==> src/design/xor_rle_pair_count_decoder_assert.svh <==
// Assertion macros for the XOR keyed run-length decoder.
`ifndef XOR_RLE_PAIR_COUNT_DECODER_ASSERT_SVH
`define XOR_RLE_PAIR_COUNT_DECODER_ASSERT_SVH

// Same-cycle implication, disabled in reset.
`define XRPC_ASSERT_NOW(label, clk, rst_n, ante, cons, msg) \
    label: assert property (@(posedge clk) disable iff (!rst_n) (ante) |-> (cons)) \
        else $error(msg);

// Next-cycle implication, disabled in reset.
`define XRPC_ASSERT_NEXT(label, clk, rst_n, ante, cons, msg) \
    label: assert property (@(posedge clk) disable iff (!rst_n) (ante) |=> (cons)) \
        else $error(msg);

`endif

==> src/design/xrpc_pkg.sv <==
// Shared types and constants of the XOR keyed run-length decoder.
`timescale 1ns / 1ps

package xrpc_pkg;

    localparam int BYTE_W      = 8;
    localparam int CNT_W       = 4;   // holds 1..8
    localparam int DATA_LANES  = 8;
    localparam int MAX_RESULTS = 32;
    localparam int RES_W       = 5;   // indexes 0..31 results of one burst

    // register index, taken from paddr[2]
    typedef logic [0:0] reg_idx_t;
    localparam reg_idx_t REG_XOR_KEY         = 1'b0;
    localparam reg_idx_t REG_COMPRESSED_MODE = 1'b1;

    typedef enum logic [1:0] {
        MODE_LIT   = 2'd0,
        MODE_COUNT = 2'd1,
        MODE_AFTER = 2'd2
    } decode_mode_t;

    typedef enum logic {
        EMIT_IDLE = 1'b0,
        EMIT_RUN  = 1'b1
    } emit_state_t;

    // burst request from the decoder to the emitter
    typedef struct packed {
        logic              start;
        logic [BYTE_W-1:0] value;
        logic [BYTE_W-1:0] count;
    } emit_req_t;

    // output register of the emitter
    typedef struct packed {
        logic              valid;
        logic [BYTE_W-1:0] value;
        logic [CNT_W-1:0]  count;
        logic              last;
    } emit_out_t;

endpackage

==> src/design/xrpc_emitter.sv <==
// Burst emitter: packs n copies of a byte into results with one shared subtractor.
`timescale 1ns / 1ps

module xrpc_emitter
    import xrpc_pkg::*;
#(
    parameter int LANES = 8
)
(
    input  logic      clk,
    input  logic      rst_n,
    input  emit_req_t req,
    output logic      busy,
    input  logic      out_ready,
    output emit_out_t out
);

    localparam int EFF_LANES = (LANES > DATA_LANES) ? DATA_LANES : ((LANES < 1) ? 1 : LANES);
    localparam logic [CNT_W-1:0] CHUNK = CNT_W'(EFF_LANES);

    emit_state_t        state_reg, state_next;
    logic [BYTE_W-1:0]  rem_reg, rem_next;
    logic [RES_W-1:0]   res_reg, res_next;
    logic [BYTE_W-1:0]  value_reg, value_next;
    emit_out_t          out_reg, out_next;

    logic               load;
    logic [CNT_W-1:0]   chunk;
    logic [BYTE_W-1:0]  rem_after;
    logic               final_chunk;

    // shared chunk unit: k = min(rem, lanes), rem - k
    assign load        = (state_reg == EMIT_RUN) && (!out_reg.valid || out_ready);
    assign chunk       = (rem_reg < BYTE_W'(EFF_LANES)) ? rem_reg[CNT_W-1:0] : CHUNK;
    assign rem_after   = rem_reg - BYTE_W'(chunk);
    assign final_chunk = (rem_after == '0) || (res_reg == RES_W'(MAX_RESULTS - 1));

    always_comb
    begin
        state_next = state_reg;
        unique case (state_reg)
            EMIT_IDLE:
            begin
                if (req.start && (req.count != '0))
                    state_next = EMIT_RUN;
            end
            EMIT_RUN:
            begin
                if (load && final_chunk)
                    state_next = EMIT_IDLE;
            end
            default: state_next = EMIT_IDLE;
        endcase
    end

    always_comb
    begin
        busy = (state_reg == EMIT_RUN);
        out  = out_reg;
    end

    always_comb
    begin
        rem_next   = rem_reg;
        res_next   = res_reg;
        value_next = value_reg;
        if ((state_reg == EMIT_IDLE) && req.start)
        begin
            rem_next   = req.count;
            res_next   = '0;
            value_next = req.value;
        end
        else if (load)
        begin
            rem_next = rem_after;
            res_next = res_reg + RES_W'(1);
        end
    end

    always_comb
    begin
        out_next = out_reg;
        if (load)
        begin
            out_next.valid = 1'b1;
            out_next.value = value_reg;
            out_next.count = chunk;
            out_next.last  = final_chunk;
        end
        else if (out_ready)
        begin
            out_next.valid = 1'b0;
        end
    end

    always_ff @(posedge clk or negedge rst_n)
    begin
        if (!rst_n)
        begin
            state_reg <= EMIT_IDLE;
            out_reg   <= '0;
        end
        else
        begin
            state_reg <= state_next;
            out_reg   <= out_next;
        end
    end

    always_ff @(posedge clk)
    begin
        rem_reg   <= rem_next;
        res_reg   <= res_next;
        value_reg <= value_next;
    end

endmodule

==> src/design/xor_rle_pair_count_decoder.sv <==
// Top level of the XOR keyed run-length decoder with packed multi-byte results.
`timescale 1ns / 1ps

// Takes one packed byte per input word, removes the XOR key and, in compressed
// mode, expands runs: a byte equal to the one before it opens a run, the next
// byte is a count of 0..255 further copies, and a repeat of the run byte after
// a count adds one copy and is followed by another count. A differing byte
// flagged tlast after a count is dropped. Decoded bytes leave packed up to
// min(LANES, 8) per output word, data_0 in the lowest byte, with byte_count
// telling how many are valid and tlast marking the last word of one input
// byte's burst (at most 32 words per input byte; longer bursts are cut off).
// The block handles one input byte at a time. A literal byte is accepted, then
// passes once through the emitter. A count byte n is accepted and then leaves
// as min(ceil(n / lanes), 32) output words from the shared chunk subtractor
// in the emitter, one output word per cycle unless stalled; a count of zero or
// a dropped byte is only accepted. Downstream stalls (m_tready low) hold the emitter.
// Any byte flagged tlast returns the decode state to its reset values.
// Registers (APB, 4-byte stride): 0x0 xor_key[7:0], reset 0;
// 0x4 compressed_mode[0], reset 1. Write only while the block is idle.

module xor_rle_pair_count_decoder
    import xrpc_pkg::*;
#(
    parameter int LANES = 8
)
(
    input  logic        clk,
    input  logic        rst_n,
    // slave stream
    input  logic        s_tvalid,
    output logic        s_tready,
    input  logic [7:0]  s_tdata,   // [7:0] in_byte
    input  logic        s_tlast,   // last_byte
    // master stream
    output logic        m_tvalid,
    input  logic        m_tready,
    output logic [71:0] m_tdata,   // data_0..data_7 [63:0], byte_count [67:64], zero [71:68]
    output logic        m_tlast,   // end_of_burst
    // APB configuration
    input  logic        psel,
    input  logic        penable,
    input  logic        pwrite,
    input  logic [2:0]  paddr,
    input  logic [31:0] pwdata,
    output logic [31:0] prdata,
    output logic        pready
);

    `include "xor_rle_pair_count_decoder_assert.svh"

    // configuration
    logic [BYTE_W-1:0]  xor_key_reg;
    logic               comp_mode_reg;
    logic               cfg_write;
    reg_idx_t           cfg_idx;

    // decode state
    decode_mode_t       mode_reg, mode_next;
    logic [BYTE_W-1:0]  prev_byte_reg, prev_byte_next;
    logic               prev_valid_reg, prev_valid_next;

    logic               accept;
    logic [BYTE_W-1:0]  key_byte;
    logic               match_prev;
    emit_req_t          req;
    emit_out_t          eout;
    logic               busy;

    assign pready    = 1'b1;
    assign cfg_idx   = paddr[2];
    assign cfg_write = psel && penable && pwrite && pready;

    always_comb
    begin
        prdata = '0;
        unique case (cfg_idx)
            REG_XOR_KEY:         prdata[BYTE_W-1:0] = xor_key_reg;
            REG_COMPRESSED_MODE: prdata[0]          = comp_mode_reg;
            default:             prdata             = '0;
        endcase
    end

    always_ff @(posedge clk or negedge rst_n)
    begin
        if (!rst_n)
        begin
            xor_key_reg   <= '0;
            comp_mode_reg <= 1'b1;
        end
        else if (cfg_write)
        begin
            if (cfg_idx == REG_XOR_KEY)
                xor_key_reg <= pwdata[BYTE_W-1:0];
            if (cfg_idx == REG_COMPRESSED_MODE)
                comp_mode_reg <= pwdata[0];
        end
    end

    assign s_tready   = !busy;
    assign accept     = s_tvalid && s_tready;
    assign key_byte   = s_tdata ^ xor_key_reg;
    assign match_prev = (key_byte == prev_byte_reg);

    // next decode state
    always_comb
    begin
        mode_next       = mode_reg;
        prev_byte_next  = prev_byte_reg;
        prev_valid_next = prev_valid_reg;
        if (accept)
        begin
            if (comp_mode_reg)
            begin
                unique case (mode_reg)
                    MODE_COUNT:
                    begin
                        mode_next = MODE_AFTER;
                    end
                    MODE_AFTER:
                    begin
                        if (match_prev)
                            mode_next = MODE_COUNT;
                        else if (!s_tlast)
                        begin
                            mode_next       = MODE_LIT;
                            prev_byte_next  = key_byte;
                            prev_valid_next = 1'b1;
                        end
                    end
                    default:
                    begin
                        mode_next       = (prev_valid_reg && match_prev) ? MODE_COUNT
                                                                         : MODE_LIT;
                        prev_byte_next  = key_byte;
                        prev_valid_next = 1'b1;
                    end
                endcase
            end
            // end of data restarts decoding
            if (s_tlast)
            begin
                mode_next       = MODE_LIT;
                prev_byte_next  = '0;
                prev_valid_next = 1'b0;
            end
        end
    end

    // burst request for the emitter
    always_comb
    begin
        req.start = accept;
        req.value = key_byte;
        req.count = BYTE_W'(1);
        if (comp_mode_reg)
        begin
            unique case (mode_reg)
                MODE_COUNT:
                begin
                    req.value = prev_byte_reg;
                    req.count = key_byte;
                end
                MODE_AFTER:
                begin
                    if (!match_prev && s_tlast)
                        req.count = '0;
                end
                default: req.count = BYTE_W'(1);
            endcase
        end
    end

    always_ff @(posedge clk or negedge rst_n)
    begin
        if (!rst_n)
        begin
            mode_reg       <= MODE_LIT;
            prev_byte_reg  <= '0;
            prev_valid_reg <= 1'b0;
        end
        else
        begin
            mode_reg       <= mode_next;
            prev_byte_reg  <= prev_byte_next;
            prev_valid_reg <= prev_valid_next;
        end
    end

    xrpc_emitter #(
        .LANES (LANES)
    ) u_emitter (
        .clk       (clk),
        .rst_n     (rst_n),
        .req       (req),
        .busy      (busy),
        .out_ready (m_tready),
        .out       (eout)
    );

    // lanes at or beyond byte_count read as zero
    always_comb
    begin
        m_tdata = '0;
        for (int k = 0; k < DATA_LANES; k++)
        begin
            if (CNT_W'(k) < eout.count)
                m_tdata[k*BYTE_W +: BYTE_W] = eout.value;
        end
        m_tdata[DATA_LANES*BYTE_W +: CNT_W] = eout.count;
    end

    assign m_tvalid = eout.valid;
    assign m_tlast  = eout.last;

    `XRPC_ASSERT_NOW(a_count_range, clk, rst_n, m_tvalid,
        (eout.count != '0) && (eout.count <= CNT_W'(DATA_LANES)),
        "byte_count out of range")
    `XRPC_ASSERT_NEXT(a_burst_blocks_input, clk, rst_n, accept && (req.count != '0),
        !s_tready, "input not held off during a burst")
    `XRPC_ASSERT_NEXT(a_last_resets_state, clk, rst_n, accept && s_tlast,
        (mode_reg == MODE_LIT) && !prev_valid_reg && (prev_byte_reg == '0),
        "decode state not reset after last byte")
    `XRPC_ASSERT_NOW(a_partial_burst_busy, clk, rst_n, m_tvalid && !m_tlast,
        !s_tready, "input accepted with burst words still pending")

endmodule
==> config.mk <==
export PLATFORM = sky130hd
export DESIGN_NAME = xor_rle_pair_count_decoder
export DESIGN_NICKNAME = d
export VERILOG_FILES = /design/src/design/xrpc_pkg.sv /design/src/design/xrpc_emitter.sv /design/src/design/xor_rle_pair_count_decoder.sv
export VERILOG_INCLUDE_DIRS = /design/src /design/src/design
export SDC_FILE = /design/constraint.sdc
export NUM_CORES = 1
export LEC_CHECK = 0
export ABC_AREA = 1
export BUFFER_PORTS_ARGS = -buffer_cell sky130_fd_sc_hd__buf_4
export CAP_MARGIN = 10
export CELL_PAD_IN_SITES_DETAIL_PLACEMENT = 1
export CELL_PAD_IN_SITES_GLOBAL_PLACEMENT = 1
export CORE_MARGIN = 2
export CORE_UTILIZATION = 33
export DETAILED_ROUTE_END_ITERATION = 12
export PLACE_DENSITY = 0.8
export SLEW_MARGIN = 20
export SYNTH_ARGS = -nofsm -noshare
export SYNTH_HDL_FRONTEND = slang
export SYNTH_SLANG_ARGS = --single-unit
==> constraint.sdc <==
create_clock -name clk -period 2.1 [get_ports clk]
set_input_delay 0.42 -clock clk [delete_from_list [all_inputs] [get_ports clk]]
set_output_delay 0.42 -clock clk [all_outputs]
set_load 0.01 [all_outputs]
==> results.py <==
metrics = {
    "synth": {
        "ys.flop_type": "dfrtp_1",
        "synthCells": 495,
        "muxShareOfSynthArea": 0.002830,
        "synth-async-reset-ratio": 0.6250,
        "synth-simple-area-share": 0.2858,
        "synth_fa_ha_area_frac": 0.01769,
        "synth-compound-area-share": 0.1029,
        "synth_xor_area_frac": 0.01733,
        "synth_seq_cells": 56,
        "synth_top_family_by_area": "simple AND/OR/NAND/NOR gates",
        "syn_avg_cell_area_um2": 7.146,
        "synth_area_um2": 3537,
        "synth_cell_types": 37,
        "yosysSeqAreaShare": 0.4121,
        "synth_edf_count": 16,
        "synth_warnings": 0,
    },
    "timing": {
        "drv_slew": 0,
        "rsz0062_at_grt": "yes",
        "final.period_utilization": 0.9393,
        "hold_violations": 0,
        "skew_ps": 4.039,
        "slew_headroom": 0.5748,
        "fmax_mhz": 506.9,
        "finalCriticalPeriod_ps": 1973,
        "setup_viol": 0,
        "tightest_slew_ps": 637.1,
    },
    "worst_setup_path": {
        "r2r-end": "u_emitter.busy",
        "max_stage_delay_ps": 430,
        "worstPathArrival_ps": 1550,
        "path_depth": 6,
        "crit_chain": "buf_4 -> inv_1 -> o21ai_0 -> inv_1 -> nor2_1 -> buf_4",
        "path_buf_inv": 4,
        "path_max_fanout": 10,
        "cp_slowest_cell": "dfrtp_1",
        "critPathTopFamily": "buffers and inverters",
        "crit_end": "m_tdata[48]",
        "cp-startpoint": "u_emitter.out[4]",
        "critPathRequiredTime_ps": 1680,
        "rrSetupSlack_ps": 180,
        "critPathCaptureType": "primary output",
        "reg2regPathDepth": 9,
        "regToRegStartpoint": "mode_reg[0]",
        "start_kind": "flip-flop",
        "crit_type": "reg2out",
    },
    "clocking": {
        "cts.sinks": 56,
        "root_buffer": "clkbuf_8",
        "cts_max_level": 2,
        "cts_hold_buffers": 0,
        "cts_max_path_buffers": 2,
        "clk_pin_slew_ps": 100,
        "cts_tree": "built",
        "cts_inserted_buffers": 5,
        "clock_latency_ps": 310,
    },
    "layout": {
        "finalNetCount": 656,
        "final_cell_mix": "117 x nand2_1, 115 x buf_4, 92 x nor2_1",
        "drive_above_1_share": 0.2562,
        "area_delta_synth_final_pct": 26.74,
        "layout_commonest_cell": "nand2_1",
        "fin_area_um2": 4483,
        "antenna_cells": 0,
        "post-route-util": 0.4323,
        "largest_register_ffs": 14,
    },
    "power_and_ir_drop": {
        "power_uw": 6295,
        "p_leak_uw": 0.002384,
        "p_per_area_nw_per_um2": 1404,
        "ir_drop_mv": 0.5087,
    },
    "floorplanning": {
        "start_util": 0.3411,
        "dieArea_um2": 11560,
        "rows": 37,
        "core_area_um2": 10370,
        "die_y_um": 107.5,
        "dieWidth_um": 107.5,
        "io_pins": 159,
    },
    "job": {
        "drv_cap": 0,
    },
    "detailed_routing": {
        "drc_errors": 0,
        "drt_iter0_markers": 121,
        "via_per_inst": 4.613,
        "drt_first_pass_iters": 4,
        "post_drt_wl_per_cell_um": 13.49,
        "vias": 3400,
        "drt_wl_total_mm": 9.940,
        "ant_nets": 0,
    },
    "place": {
        "port_buffers": 103,
        "postPlaceCellArea_um2": 4349,
        "post-dp-hpwl_mm": 8.027,
        "place_congestion": 0.7896,
    },
    "run_status": {
        "outcome": "completed",
    },
    "global_routing": {
        "grt_pass1_wl_mm": 15.66,
        "grt_max_degree": 36,
        "antenna_found_initial": 0,
        "grt_pass1_vias": 3364,
        "grt_usage": 0.1679,
        "gr-total-overflow": 0,
    },
    "hold_path": {
        "hold_class": "in2async",
    },
}
layer usage:
layer | share of wire | GRT usage | vias up
li1 | - | - | 1681
met3 | 0.079 | 0.03692 | 4
met4 | 0.0054 | 0.03297 | 0
met5 | 0 | 0 | -
met2 | 0.51 | 0.3217 | 113
met1 | 0.40 | 0.1896 | 1602
worst min path at each step:
stage / endpoint / depth (start not counted)
2_1_floorplan: mode_reg[0] / 0
3_3_place_gp: xor_key_reg[0] / 1
3_5_place_dp: xor_key_reg[0] / 1
4_1_cts: xor_key_reg[0] / 1
5_1_grt: xor_key_reg[2] / 1
6_report: xor_key_reg[0] / 1
synthesized netlist by cell type, types with 3 or more instances:
master,number,area share
inv_1,62,0.066
nand2_2,3,0.0053
inv_2,7,0.0074
o21ai_2,8,0.020
dfxtp_1,5,0.028
a31oi_1,4,0.0071
nand2_1,118,0.13
nor2_1,94,0.10
ha_1,5,0.018
nand4_1,4,0.0071
buf_4,34,0.072
edfxtp_1,16,0.14
xnor2_1,4,0.0099
xor2_1,3,0.0074
dfrtp_1,34,0.24
o21ai_1,4,0.0057
o21ai_0,27,0.038
nand3_1,18,0.025
clkbuf_1,10,0.011
a21oi_1,13,0.018
kinds of logic after synthesis:
| logic type | count (synthesis) |
|---|---|
| flip-flops | 56 |
| XOR/XNOR | 7 |
| AO/OA/AOI/OAI | 62 |
| buffers and inverters | 114 |
| adder cells (fa/ha/maj) | 5 |
| multiplexers | 1 |
| AND/OR/NAND/NOR | 248 |
| other | 2 |
final cells by class:
cell class | count | area (um^2)
multi-input combinational | 353 | 1645
fill | 1347 | 5887
timing repair buffer | 115 | 863.3
sequential | 56 | 1458
inverter | 69 | 259.0
tap | 136 | 170.2
clock buffer | 5 | 68.82
clock inverter | 3 | 18.77
metrics by stage:
step / setup TNS [ps] / cells / worst slack [ps] / hold slack (ps)
CTS: 0 / 734 / 70.52 / 68.85
floorplan: 0 / 523 / 229.2 / 124.4
finish: 0 / 737 / 127.4 / 56.81
global placement: 0 / 726 / 189.2 / 409.3
global route: -47.21 / 737 / -47.21 / 89.90
detailed placement: 0 / 726 / 118.4 / 415.6
repair_timing:
action / 4_1_cts / 5_1_grt
gates resized for setup: 0 / 7
endpoints found under the setup margin: 0 / 27
setup buffers: 0 / 3
report_power, final:
group	switching (uW)	total [uW]	internal, uW
sequential	286	1860	1570
combinational	2140	3840	1700
clock	365	597	232
worst register-to-register path, cell delays in order, from the launching register on:
cell	delay, ps
dfrtp_1	360
inv_1	60
ha_1	290
inv_1	60
nand3_1	190
nor2_1	100
nor4_1	360
nand2_1	100
o21ai_0	210
nand2_1	70
No activity file was read; power rests on OpenSTA's default activity.
